--- src/rtl/tcpq_pkg.sv ---
`timescale 1ns / 1ps
`default_nettype none
// ----------------------------------------------------------------------------
// tcpq_pkg
// Shared types and constants of the two-class priority ticket queue.
// ----------------------------------------------------------------------------
package tcpq_pkg;

  localparam int unsigned AgeW     = 7;
  localparam int unsigned TicketW  = 16;
  localparam int unsigned CfgIdxW  = 2;
  localparam int unsigned CfgDataW = 16;

  // Register values after reset
  localparam logic [AgeW-1:0]    AgeThrReset      = 7'd60;
  localparam logic [TicketW-1:0] NormalStartReset = 16'd1;
  localparam logic [TicketW-1:0] PrefStartReset   = 16'd100;

  // Result status codes
  typedef enum logic [1:0] {
    ST_INSERTED = 2'd0,
    ST_FULL     = 2'd1,
    ST_REMOVED  = 2'd2,
    ST_EMPTY    = 2'd3
  } status_e;

  // Configuration register indexes
  typedef enum logic [CfgIdxW-1:0] {
    CFG_AGE_THR      = 2'd0,
    CFG_NORMAL_START = 2'd1,
    CFG_PREF_START   = 2'd2
  } cfg_idx_e;

  // Operation codes of a request
  typedef enum logic {
    OP_INSERT = 1'b0,
    OP_REMOVE = 1'b1
  } op_e;

  // Controller to datapath commands
  typedef struct packed {
    logic latch;     // capture the request fields
    logic exec;      // run the ring operation
    logic load_out;  // move the result into the output register
  } cmd_t;

  // Datapath to controller status
  typedef struct packed {
    logic out_free;  // output register can take a result this cycle
  } sts_t;

endpackage

`default_nettype wire

--- src/rtl/two_class_priority_ticket_queue.sv ---
`timescale 1ns / 1ps
`default_nettype none
// ----------------------------------------------------------------------------
// two_class_priority_ticket_queue
// Strict-priority ticket queue with a normal and a preferential class.
// ----------------------------------------------------------------------------
// Each request either inserts a person (tuser = 0, tdata = age) or removes
// the next one (tuser = 1). An insert with an age at or above the threshold
// takes the next preferential ticket, otherwise the next normal ticket; a
// full ring refuses it. A remove serves the preferential ring first. Every
// request yields exactly one result: tuser holds status and class, tdata the
// ticket. The result reaches the output register through the ring access with
// a registered memory read and then the result load. The controller takes a
// new request only in the cycle after that load, so it never accepts a request
// before the last one's result is loaded. The output register lets the next
// request in while a result still waits, but the load of the next result
// stalls until the waiting one is taken. Configuration writes are taken at
// any time but are meant for an idle block; writing a ticket start reloads
// that class's ticket counter at once.
// ----------------------------------------------------------------------------
module two_class_priority_ticket_queue #(
  parameter int unsigned QUEUE_DEPTH = 8
) (
  input  wire logic                          clk_i,
  input  wire logic                          rst_ni,
  // Request stream
  input  wire logic                          s_axis_tvalid,
  output      logic                          s_axis_tready,
  input  wire logic [7:0]                    s_axis_tdata,   // [6:0] age
  input  wire logic [0:0]                    s_axis_tuser,   // [0] func
  // Result stream
  output      logic                          m_axis_tvalid,
  input  wire logic                          m_axis_tready,
  output      logic [15:0]                   m_axis_tdata,   // [15:0] ticket
  output      logic [2:0]                    m_axis_tuser,   // [1:0] status, [2] preferred
  // Configuration writes
  input  wire logic                          cfg_valid_i,
  output      logic                          cfg_ready_o,
  input  wire logic [tcpq_pkg::CfgIdxW-1:0]  cfg_index_i,
  input  wire logic [tcpq_pkg::CfgDataW-1:0] cfg_data_i
);

  tcpq_pkg::cmd_t cmd;
  tcpq_pkg::sts_t sts;
  logic [1:0]     out_status;
  logic           out_pref;

  assign cfg_ready_o = 1'b1;

  tcpq_ctrl u_ctrl (
    .clk_i      (clk_i),
    .rst_ni     (rst_ni),
    .in_valid_i (s_axis_tvalid),
    .in_ready_o (s_axis_tready),
    .sts_i      (sts),
    .cmd_o      (cmd)
  );

  tcpq_dp #(
    .QueueDepth (QUEUE_DEPTH)
  ) u_dp (
    .clk_i        (clk_i),
    .rst_ni       (rst_ni),
    .cmd_i        (cmd),
    .sts_o        (sts),
    .func_i       (s_axis_tuser[0]),
    .age_i        (s_axis_tdata[tcpq_pkg::AgeW-1:0]),
    .cfg_we_i     (cfg_valid_i && cfg_ready_o),
    .cfg_index_i  (cfg_index_i),
    .cfg_data_i   (cfg_data_i),
    .out_valid_o  (m_axis_tvalid),
    .out_ready_i  (m_axis_tready),
    .out_ticket_o (m_axis_tdata),
    .out_status_o (out_status),
    .out_pref_o   (out_pref)
  );

  assign m_axis_tuser = {out_pref, out_status};

endmodule

`default_nettype wire

--- src/rtl/tcpq_ring.sv ---
`timescale 1ns / 1ps
`default_nettype none
// ----------------------------------------------------------------------------
// tcpq_ring
// Ring buffer of ticket numbers with head, tail, fill count and a
// registered read port.
// ----------------------------------------------------------------------------
module tcpq_ring #(
  parameter int unsigned Depth = 8
) (
  input  wire logic                         clk_i,
  input  wire logic                         rst_ni,
  input  wire logic                         push_i,
  input  wire logic [tcpq_pkg::TicketW-1:0] push_data_i,
  input  wire logic                         pop_i,
  output      logic [tcpq_pkg::TicketW-1:0] pop_data_o,
  output      logic                         full_o,
  output      logic                         empty_o
);

  localparam int unsigned PtrW = (Depth > 1) ? $clog2(Depth) : 1;
  localparam int unsigned CntW = $clog2(Depth + 1);

  logic [tcpq_pkg::TicketW-1:0] mem [Depth];
  logic [tcpq_pkg::TicketW-1:0] rd_q;
  logic [PtrW-1:0]              head_q, head_d;
  logic [PtrW-1:0]              tail_q, tail_d;
  logic [CntW-1:0]              count_q, count_d;

  assign full_o     = (count_q == CntW'(Depth));
  assign empty_o    = (count_q == '0);
  assign pop_data_o = rd_q;

  // Advance pointers and the fill count
  always_comb begin
    head_d  = head_q;
    tail_d  = tail_q;
    count_d = count_q;
    if (push_i) begin
      tail_d = (tail_q == PtrW'(Depth - 1)) ? '0 : tail_q + PtrW'(1);
    end
    if (pop_i) begin
      head_d = (head_q == PtrW'(Depth - 1)) ? '0 : head_q + PtrW'(1);
    end
    if (push_i && !pop_i) begin
      count_d = count_q + CntW'(1);
    end else if (pop_i && !push_i) begin
      count_d = count_q - CntW'(1);
    end
  end

  always_ff @(posedge clk_i or negedge rst_ni) begin
    if (!rst_ni) begin
      head_q  <= '0;
      tail_q  <= '0;
      count_q <= '0;
    end else begin
      head_q  <= head_d;
      tail_q  <= tail_d;
      count_q <= count_d;
    end
  end

  // Storage: write at tail, registered read at head
  always_ff @(posedge clk_i) begin
    if (push_i) begin
      mem[tail_q] <= push_data_i;
    end
    if (pop_i) begin
      rd_q <= mem[head_q];
    end
  end

endmodule

`default_nettype wire

--- src/rtl/tcpq_ctrl.sv ---
`timescale 1ns / 1ps
`default_nettype none
// ----------------------------------------------------------------------------
// tcpq_ctrl
// Sequencer: take a request, run it on the rings, hand the result to the
// output register.
// ----------------------------------------------------------------------------
module tcpq_ctrl (
  input  wire logic            clk_i,
  input  wire logic            rst_ni,
  input  wire logic            in_valid_i,
  output      logic            in_ready_o,
  input  wire tcpq_pkg::sts_t  sts_i,
  output      tcpq_pkg::cmd_t  cmd_o
);

  typedef enum logic [1:0] {
    S_IDLE,
    S_EXEC,
    S_RESULT
  } state_e;

  state_e state_q;
  logic   ready_q;

  // Decode commands from the current state, the registered ready and the status
  always_comb begin
    cmd_o          = '0;
    cmd_o.latch    = in_valid_i && ready_q;
    cmd_o.exec     = (state_q == S_EXEC);
    cmd_o.load_out = (state_q == S_RESULT) && sts_i.out_free;
  end

  assign in_ready_o = ready_q;

  // State and registered ready
  always_ff @(posedge clk_i or negedge rst_ni) begin
    if (!rst_ni) begin
      state_q <= S_IDLE;
      ready_q <= 1'b1;
    end else begin
      case (state_q)
        S_IDLE: begin
          if (in_valid_i && ready_q) begin
            state_q <= S_EXEC;
            ready_q <= 1'b0;
          end
        end
        S_EXEC: begin
          state_q <= S_RESULT;
        end
        S_RESULT: begin
          if (sts_i.out_free) begin
            state_q <= S_IDLE;
            ready_q <= 1'b1;
          end
        end
        default: begin
          state_q <= S_IDLE;
          ready_q <= 1'b1;
        end
      endcase
    end
  end

endmodule

`default_nettype wire

--- src/rtl/tcpq_dp.sv ---
`timescale 1ns / 1ps
`default_nettype none
// ----------------------------------------------------------------------------
// tcpq_dp
// Datapath: configuration registers, ticket counters, both rings, class
// decision and the output register.
// ----------------------------------------------------------------------------
module tcpq_dp #(
  parameter int unsigned QueueDepth = 8
) (
  input  wire logic                          clk_i,
  input  wire logic                          rst_ni,
  input  wire tcpq_pkg::cmd_t                cmd_i,
  output      tcpq_pkg::sts_t                sts_o,
  input  wire logic                          func_i,
  input  wire logic [tcpq_pkg::AgeW-1:0]     age_i,
  input  wire logic                          cfg_we_i,
  input  wire logic [tcpq_pkg::CfgIdxW-1:0]  cfg_index_i,
  input  wire logic [tcpq_pkg::CfgDataW-1:0] cfg_data_i,
  output      logic                          out_valid_o,
  input  wire logic                          out_ready_i,
  output      logic [tcpq_pkg::TicketW-1:0]  out_ticket_o,
  output      logic [1:0]                    out_status_o,
  output      logic                          out_pref_o
);

  typedef enum logic [1:0] {
    SRC_NONE,
    SRC_ISSUED,
    SRC_NORMAL,
    SRC_PREF
  } src_e;

  logic [tcpq_pkg::AgeW-1:0]    age_thr_q;
  logic [tcpq_pkg::TicketW-1:0] norm_next_q, pref_next_q;
  logic                         func_q;
  logic [tcpq_pkg::AgeW-1:0]    age_q;

  logic norm_push, norm_pop, pref_push, pref_pop;
  logic norm_full, norm_empty, pref_full, pref_empty;
  logic [tcpq_pkg::TicketW-1:0] norm_rd, pref_rd;

  logic                         is_pref;
  tcpq_pkg::status_e            res_status_d;
  tcpq_pkg::status_e            res_status_q;
  logic                         res_pref_d, res_pref_q;
  src_e                         res_src_d, res_src_q;
  logic [tcpq_pkg::TicketW-1:0] issued_q;
  logic [tcpq_pkg::TicketW-1:0] res_ticket;

  logic                         out_valid_q;
  logic [tcpq_pkg::TicketW-1:0] out_ticket_q;
  tcpq_pkg::status_e            out_status_q;
  logic                         out_pref_q;

  // Capture the request fields
  always_ff @(posedge clk_i) begin
    if (cmd_i.latch) begin
      func_q <= func_i;
      age_q  <= age_i;
    end
  end

  // Decide class and ring action for the held request
  always_comb begin
    is_pref      = (age_q >= age_thr_q);
    norm_push    = 1'b0;
    norm_pop     = 1'b0;
    pref_push    = 1'b0;
    pref_pop     = 1'b0;
    res_status_d = tcpq_pkg::ST_EMPTY;
    res_pref_d   = 1'b0;
    res_src_d    = SRC_NONE;
    if (func_q == tcpq_pkg::OP_INSERT) begin
      res_pref_d = is_pref;
      if (is_pref ? pref_full : norm_full) begin
        res_status_d = tcpq_pkg::ST_FULL;
      end else begin
        res_status_d = tcpq_pkg::ST_INSERTED;
        res_src_d    = SRC_ISSUED;
        pref_push    = cmd_i.exec && is_pref;
        norm_push    = cmd_i.exec && !is_pref;
      end
    end else if (!pref_empty) begin
      res_status_d = tcpq_pkg::ST_REMOVED;
      res_pref_d   = 1'b1;
      res_src_d    = SRC_PREF;
      pref_pop     = cmd_i.exec;
    end else if (!norm_empty) begin
      res_status_d = tcpq_pkg::ST_REMOVED;
      res_src_d    = SRC_NORMAL;
      norm_pop     = cmd_i.exec;
    end
  end

  tcpq_ring #(
    .Depth (QueueDepth)
  ) u_norm_ring (
    .clk_i       (clk_i),
    .rst_ni      (rst_ni),
    .push_i      (norm_push),
    .push_data_i (norm_next_q),
    .pop_i       (norm_pop),
    .pop_data_o  (norm_rd),
    .full_o      (norm_full),
    .empty_o     (norm_empty)
  );

  tcpq_ring #(
    .Depth (QueueDepth)
  ) u_pref_ring (
    .clk_i       (clk_i),
    .rst_ni      (rst_ni),
    .push_i      (pref_push),
    .push_data_i (pref_next_q),
    .pop_i       (pref_pop),
    .pop_data_o  (pref_rd),
    .full_o      (pref_full),
    .empty_o     (pref_empty)
  );

  // Configuration registers and ticket counters
  always_ff @(posedge clk_i or negedge rst_ni) begin
    if (!rst_ni) begin
      age_thr_q   <= tcpq_pkg::AgeThrReset;
      norm_next_q <= tcpq_pkg::NormalStartReset;
      pref_next_q <= tcpq_pkg::PrefStartReset;
    end else if (cfg_we_i) begin
      case (cfg_index_i)
        tcpq_pkg::CFG_AGE_THR:      age_thr_q   <= cfg_data_i[tcpq_pkg::AgeW-1:0];
        tcpq_pkg::CFG_NORMAL_START: norm_next_q <= cfg_data_i[tcpq_pkg::TicketW-1:0];
        tcpq_pkg::CFG_PREF_START:   pref_next_q <= cfg_data_i[tcpq_pkg::TicketW-1:0];
        default: ;
      endcase
    end else begin
      if (norm_push) begin
        norm_next_q <= norm_next_q + tcpq_pkg::TicketW'(1);
      end
      if (pref_push) begin
        pref_next_q <= pref_next_q + tcpq_pkg::TicketW'(1);
      end
    end
  end

  // Hold the result of the executed request
  always_ff @(posedge clk_i or negedge rst_ni) begin
    if (!rst_ni) begin
      res_src_q <= SRC_NONE;
    end else if (cmd_i.exec) begin
      res_src_q <= res_src_d;
    end
  end

  always_ff @(posedge clk_i) begin
    if (cmd_i.exec) begin
      res_status_q <= res_status_d;
      res_pref_q   <= res_pref_d;
      issued_q     <= is_pref ? pref_next_q : norm_next_q;
    end
  end

  // Pick the ticket source
  always_comb begin
    case (res_src_q)
      SRC_ISSUED: res_ticket = issued_q;
      SRC_NORMAL: res_ticket = norm_rd;
      SRC_PREF:   res_ticket = pref_rd;
      default:    res_ticket = '0;
    endcase
  end

  // Output register
  assign sts_o.out_free = !out_valid_q || out_ready_i;

  always_ff @(posedge clk_i or negedge rst_ni) begin
    if (!rst_ni) begin
      out_valid_q <= 1'b0;
    end else if (cmd_i.load_out) begin
      out_valid_q <= 1'b1;
    end else if (out_ready_i) begin
      out_valid_q <= 1'b0;
    end
  end

  always_ff @(posedge clk_i) begin
    if (cmd_i.load_out) begin
      out_ticket_q <= res_ticket;
      out_status_q <= res_status_q;
      out_pref_q   <= res_pref_q;
    end
  end

  assign out_valid_o  = out_valid_q;
  assign out_ticket_o = out_ticket_q;
  assign out_status_o = out_status_q;
  assign out_pref_o   = out_pref_q;

  // A waiting result is never overwritten
  a_no_overwrite: assert property (@(posedge clk_i) disable iff (!rst_ni)
    cmd_i.load_out |-> (!out_valid_q || out_ready_i))
    else $error("output register overwritten while a result waits");

  // At most one ring action per request
  a_one_action: assert property (@(posedge clk_i) disable iff (!rst_ni)
    $onehot0({norm_push, norm_pop, pref_push, pref_pop}))
    else $error("more than one ring action in a cycle");

  // A normal pop only happens when the preferential ring is empty
  a_strict_prio: assert property (@(posedge clk_i) disable iff (!rst_ni)
    norm_pop |-> pref_empty)
    else $error("normal ring popped ahead of preferential ring");

  // Ring actions only in the execute step
  a_exec_only: assert property (@(posedge clk_i) disable iff (!rst_ni)
    (norm_push || norm_pop || pref_push || pref_pop) |-> cmd_i.exec)
    else $error("ring touched outside the execute step");

endmodule

`default_nettype wire
--- config.mk ---
export PLATFORM = sky130hd
export DESIGN_NAME = two_class_priority_ticket_queue
export DESIGN_NICKNAME = d
export VERILOG_FILES = /design/src/rtl/tcpq_pkg.sv /design/src/rtl/two_class_priority_ticket_queue.sv /design/src/rtl/tcpq_ring.sv /design/src/rtl/tcpq_ctrl.sv /design/src/rtl/tcpq_dp.sv
export SDC_FILE = /design/constraint.sdc
export NUM_CORES = 1
export LEC_CHECK = 0
export BUFFER_PORTS_ARGS = -buffer_cell sky130_fd_sc_hd__buf_2
export CAP_MARGIN = 15
export CORE_AREA = 2 2 161 163
export DETAILED_ROUTE_END_ITERATION = 6
export DIE_AREA = 0 0 163 165
export GPL_TIMING_DRIVEN = 0
export MAX_ROUTING_LAYER = met4
export PLACE_DENSITY = 0.83
export SLEW_MARGIN = 20
export SYNTH_ARGS = -nofsm -noshare
export SYNTH_HDL_FRONTEND = slang
export SYNTH_SLANG_ARGS = --single-unit
--- constraint.sdc ---
create_clock -name clk_i -period 10.89 [get_ports clk_i]
set_input_delay 0.5445 -clock clk_i [delete_from_list [all_inputs] [get_ports clk_i]]
set_output_delay 0.5445 -clock clk_i [all_outputs]
set_load 0.005 [all_outputs]
# After elaboration in Yosys (flattened, before gate mapping)
# Memory sizes are Yosys's and may differ from the RTL's. A register that Yosys moved wholly into a read port is not among the register bits.
# Cells that the tools add are included.
[word_totals]
wordCells = 129
memories = 2
mem_bits_rw = 256
reg_bits = 111
output_inout_bits = 22
[memory_table]
columns = ["memory", "depth", "width", "read_ports", "rd_ports_with_merged_regs", "wr", "line", "rtl"]
rows = [
  ["u_dp.u_norm_ring.mem", 8, 16, 1, 1, 1, "tcpq_ring.sv:24", "logic [tcpq_pkg::TicketW-1:0] mem [Depth];"],
  ["u_dp.u_pref_ring.mem", 8, 16, 1, 1, 1, "tcpq_ring.sv:24", ""],
]
[classes]
reduce_logical = 29
n_eq_ne = 17
n_mux = 48
n_lt_le_gt_ge = 1
bitwise_logic = 1
n_addsub = 10
[ops]
columns = ["op", "n"]
rows = [
  ["two-way mux 16 bit", 7],
  ["one-hot mux 16 bit (3 select lines)", 1],
  ["adder 16 x 1 -> 16 bit, second input constant", 2],
  ["two-way mux 1 bit", 23],
  ["two-way mux 4 bit", 4],
  ["two-way mux 2 bit", 7],
  ["adder 3 x 1 -> 3 bit, second input constant", 4],
  ["== test 3 bit, second input constant", 4],
  ["two-way mux 3 bit", 4],
  ["nonzero test 2 bit", 5],
  ["adder 4 x 1 -> 4 bit, second input constant", 2],
  ["== test 2 bit, second input constant", 4],
  ["== test 4 bit, second input constant", 2],
  ["logical AND 1 bit", 8],
  ["zero test 4 bit", 2],
  ["AND reduction 2 bit", 4],
  ["subtractor 4 x 1 -> 4 bit, second input constant", 2],
  ["greater-or-equal comparator 7 bit", 1],
  ["== test 2 x 1 -> 1 bit, second input constant", 3],
  ["zero test 1 bit", 6],
  ["inequality test 2 x 1 -> 1 bit, second input constant", 3],
  ["one-hot mux 2 bit (3 select lines)", 1],
  ["zero test 2 bit", 2],
  ["one-hot mux 1 bit (3 select lines)", 1],
  ["other kinds (4)", 4],
]

# Longest topological paths before layout
[depth]
word_depth = 9
ltp_mapped = 11
ltp_nobuf = 11

# Modules after synthesis
# A second synthesis with hierarchy kept.
[unflattened]
cells_unflattened = 958
hier_area_um2 = 16842.4
[by_module_without_submodules]
columns = ["mod", "seq_area_each_um2", "area_per_inst_um2", "cells_each", "n_inst"]
rows = [
  ["tcpq_ring (u_dp.u_pref_ring)", 4574.4, 6067.1, 268, 1],
  ["tcpq_ring (u_dp.u_norm_ring)", 4574.4, 6059.6, 266, 1],
  ["tcpq_dp", 2442.3, 4556.9, 408, 1],
  ["tcpq_ctrl", 76.3, 140.1, 13, 1],
  ["two_class_priority_ticket_queue", 0.0, 18.8, 3, 1],
]

# Worst setup path before layout
# Ideal clock, no wire load.
[synth_timing]
path_type = "register to register"
startpoint = "register u_dp.age_thr_q[4] (netlist bit)"
endpoint = "memory u_dp.u_norm_ring.mem[2][0] (netlist bit) (enable)"
setup_slack_ns = 6.860
t_required_ns = 10.454
path_stages_with_launch = 9
arrival_ns = 3.594
n_path_buf = 1
path_cell_list = "dfstp_2 > inv_1 > ha_1 > a211o_1 > o211ai_1 > o311a_4 > buf_4 > nand2_2 > nor4b_1"
[synth_between]
elab_chain_len = 7
[synth_lines]
columns = ["item", "line", "rtl"]
rows = [
  ["start, declared", "tcpq_dp.sv:34", "logic [tcpq_pkg::AgeW-1:0] age_thr_q;"],
  ["start signal, assigned", "tcpq_dp.sv:125", "age_thr_q <= tcpq_pkg::AgeThrReset;"],
  ["start signal, assigned", "tcpq_dp.sv:130", "tcpq_pkg::CFG_AGE_THR: age_thr_q <= cfg_data_i[tcpq_pkg::AgeW-1:0];"],
  ["greater-or-equal comparator 7 bit (*)", "tcpq_dp.sv:66", "is_pref = (age_q >= age_thr_q);"],
  ["zero test 1 bit", "tcpq_dp.sv:82", "norm_push = cmd_i.exec && !is_pref;"],
  ["logical AND 1 bit", "tcpq_dp.sv:82", ""],
  ["two-way mux 1 bit (*)", "tcpq_dp.sv:76", "if (is_pref ? pref_full : norm_full) begin"],
  ["two-way mux 1 bit (*)", "tcpq_dp.sv:74", "if (func_q == tcpq_pkg::OP_INSERT) begin"],
  ["two-way mux 1 bit (*)", "tcpq_ring.sv:66", "if (push_i) begin"],
  ["two-way mux 1 bit (implied by the code) (*)", "tcpq_ring.sv:67", "mem[tail_q] <= push_data_i;"],
  ["end, declared", "tcpq_ring.sv:24", ""],
]
# Every way passes the cells marked *; elsewhere a longest branch is shown, timed or not.

# Worst setup path after layout
[layout_timing]
startpoint = "register u_dp.age_thr_q[4] (netlist bit)"
endpoint = "memory u_dp.u_norm_ring.mem[2][8] (netlist bit) (enable)"
# Same word-level chain as after synthesis.

==> results.toml <==
[critical_path]
slowest_delay_ns = 0.77
path_class = "reg2reg"
slowest_stage = "nor4b_2"
critPathLaunchType = "register"
cp_top_family = "simple AND/OR/NAND/NOR gates"
cp_num_buf_inv = 3
cp.depth = 9
r2r-end = "u_dp.u_norm_ring.mem[2][8]"
startpoint = "u_dp.age_thr_q[4]"
r2r_cells = 9
endpoint = "u_dp.u_norm_ring.mem[2][8]"
reg2reg_from = "u_dp.age_thr_q[4]"
worstPathCellList = "inv_1 -> ha_1 -> a211o_1 -> o211ai_1 -> o311a_4 -> buf_4 -> nand2_2 -> nor4b_2 -> buf_2"
critical_path_required_ns = 11.11
critPathCaptureType = "register"
worstPathArrival_ns = 3.70
regToRegSetupSlack_ns = 7.41
crit_fanout = 10

[global_route]
grt_antenna_before_repair = 1
grt_usage_pct = 30.73
grt-ovfl-total = 0
grt_pass1_wl_mm = 57.62
grt_max_degree = 56
grt_pass1_vias = 9529

[synth]
synth-seq-cells = 399
async_flop_share_pct = 16.29
synth_cell_types = 68
synth_edf_count = 334
synthFlopType = "edfxtp_1"
synth-seq-area-share_pct = 71.53
syn_avg_cell_area_um2 = 17.52
synth_top_area_share_pct = 61.49
syn_inst = 931
synthTopCellsByArea = "edfxtp_1 61%, mux4_2 8.8%, dfrtp_1 8.6%, mux2_2 4.6%, nand2_1 1.7%"
synth_fp_nets = 982
synth_warnings = 0
synth_top_area_cell = "edfxtp_1"
syn_area_mm2 = 0.01631

[pwr]
peakVddDrop_mv = 0.1606
p_per_area_mw_per_mm2 = 218.4
leakagePower_uw = 0.006424

[drt]
drc = 1
vias = 9607
drt-total-wl_mm = 38.33
drt_iter0_drc = 1274
final_antenna_net_count = 0
viasPerCell = 6.775
wire_per_inst_um = 27.03
drtPass1Iterations = 7

[clock_tree]
path_clk_slew_ns = 0.06
clockBufferDepth = 3
h-tree-depth = 2
cts_resized = 0
clk_latency_ns = 0.53
post-cts-setup-buffers = 0
root_buffer = "clkbuf_16"
cts_inserted_buffers = 39
clock_sinks = 399
cts_tree = "done"

[placement]
port_buffers = 50
place_congestion = 0.9436
hpwl_mm = 24.88
dp_cells = 1345

[floorplan]
dieArea_mm2 = 0.02690
pin_count = 54
rows = 58
start_util_pct = 65.15
coreArea_mm2 = 0.02504
die_w_um = 163
dieHeight_um = 165

[sta]
setup_viol = 0
timing.fmax_mhz = 287.6
clock_skew_ns = 0.02389
tns_ns = 0
hold_viol = 0
max-slew-margin-rel_pct = 38.43
whs_ns = 0.1926
finalCritPeriodShare_pct = 31.93
fin_crit_ns = 3.478
timing.final.max_slew_violations = 0
tightest_slew_ns = 0.9226
rsz0062_at_grt = "false"

[min_path]
hold_class = "in2reg"
hp-start = "s_axis_tuser"

[cells_and_area]
n_fill_cell = 1361
nNetsFinal = 1108
drive_gt1_share_pct = 31.28
multi_input_area_mm2 = 0.004468
seqCellArea_mm2 = 0.01167
fin_util_pct = 74.39
final_cells = 1418
areaGrowthSynthToFinish_pct = 14.18

[status]
outcome = "finished with violations"
violations = "DRC"

[run]
maxCapViolCount = 0
==> per-layer routing <==
layer | vias to the layer above | global-route usage [%] | part of all wire [%]
met5 | - | - | 0
met2 | 733 | 47.69 | 48
li1 | 3971 | - | -
met1 | 4743 | 41.63 | 37
met4 | 0 | 11.54 | 4.5
met3 | 160 | 5.600 | 11
==> state kept, by name, summed over array words and instances (netlist names), 16 cells and up <==
name and flops:
u_dp.issued_q 16, u_dp.norm_next_q 16, u_dp.out_ticket_o 16, u_dp.pref_next_q 16, u_dp.u_norm_ring.mem 128, u_dp.u_norm_ring.pop_data_o 16
u_dp.u_pref_ring.mem 128, u_dp.u_pref_ring.pop_data_o 16
==> power by group <==
| part | switching (uW) | total [uW] | internal [uW] |
|---|---|---|---|
| Clock | 554 | 1320 | 770 |
| Sequential | 154 | 1990 | 1840 |
| Combinational | 397 | 749 | 352 |
| Total | 1100 | 4070 | 2960 |
==> layout make-up <==
cell class              count  share of cell area (%)
clock buffers              51                   5.986
clock inverters            20                  0.8196
repair buffers             85                   2.956
multi-input cells         473                   23.99
diodes                      1                 0.01344
flip-flops and latches    399                   62.65
inverters                  15                  0.3023
well taps                 330                   2.217
plain buffers              44                   1.068
==> synthesized netlist by cell type (6+ instances only) <==
cell type  count
a21oi_1       17
a22o_1        16
buf_2         12
clkbuf_1      25
dfrtp_1       56
dfstp_2        9
edfxtp_1     334
ha_1          19
inv_1         15
mux2_2        67
mux4_2        64
nand2_1       76
nand2b_1       7
nand3_1       18
nand4_1        6
nor2_1        24
nor3_1        19
o211ai_1      13
o21ai_0       26
o311ai_0       8
xnor2_1        7
==> how the worst min path moves through the flow <==
stage / endpoint / slack [ns] / depth (start not counted)
3_5_place_dp: u_dp.u_norm_ring.tail_q[1] / 0.41 / 1
5_1_grt: u_dp.age_q[6] / 0.19 / 1
2_1_floorplan: u_ctrl.state_q[0] / 0.25 / 0
4_1_cts: u_dp.func_q / 0.19 / 1
6_report: u_dp.func_q / 0.19 / 1
3_3_place_gp: u_dp.out_status_o[1] / 0.44 / 0
==> cell families (layout without fill, tap and decap cells) <==
group                      count (synthesis)  in the layout  share of synthesized area (%)
DFF                                      399            399                          71.53
and+or+nand+nor                          192            192                          6.029
muxes                                    136            136                          13.77
AOI/OAI and AO/OA                        117            117                          5.193
buffers and inverters                     59            215                          1.565
adders and majority gates                 19             19                          1.458
xor gates and xnor gates                   8              8                         0.4296
other                                      1              2                        0.02299
==> timing repair <==
action | 4_1_cts | 5_1_grt
hold endpoints to repair | 10 | 0
endpoints found under the setup margin | 0 | 0
hold buffers | 1 | 0
==> layout by cell type, fill, tap and decap left out, types with 5 or more instances in the layout <==
| cell type | instances |
|---|---|
| nand3_1 | 18 |
| o311ai_0 | 8 |
| nand2b_1 | 7 |
| buf_6 | 9 |
| nor2_2 | 7 |
| a22o_1 | 16 |
| a21oi_1 | 17 |
| mux4_2 | 64 |
| nor3_1 | 13 |
| mux2i_1 | 5 |
| xnor2_1 | 7 |
| clkinv_2 | 11 |
| edfxtp_1 | 334 |
| inv_1 | 15 |
| buf_2 | 71 |
| mux2_2 | 67 |
| nor2_1 | 19 |
| nand4_1 | 6 |
| nand2_1 | 76 |
| ha_1 | 19 |
| buf_4 | 18 |
| clkbuf_1 | 31 |
| and3_1 | 5 |
| nor3_2 | 6 |
| o211ai_1 | 13 |
| dfstp_2 | 9 |
| a31oi_1 | 5 |
| clkbuf_16 | 42 |
| or3_1 | 5 |
| o21ai_0 | 26 |
| dfrtp_1 | 56 |
==> through the flow <==
stage / setup WS, ns / instance area, um^2 / total power (uW)
after global placement: 5.131 / 16970 / 2698
after floorplan: 6.860 / 16310 / 2487
after CTS: 7.436 / 18620 / 4065
after global routing: 7.261 / 18620 / 4198
after detailed placement: 7.404 / 17340 / 2745
final: 7.412 / 18620 / 4067
Note: power is estimated with default switching activity, not from simulation.
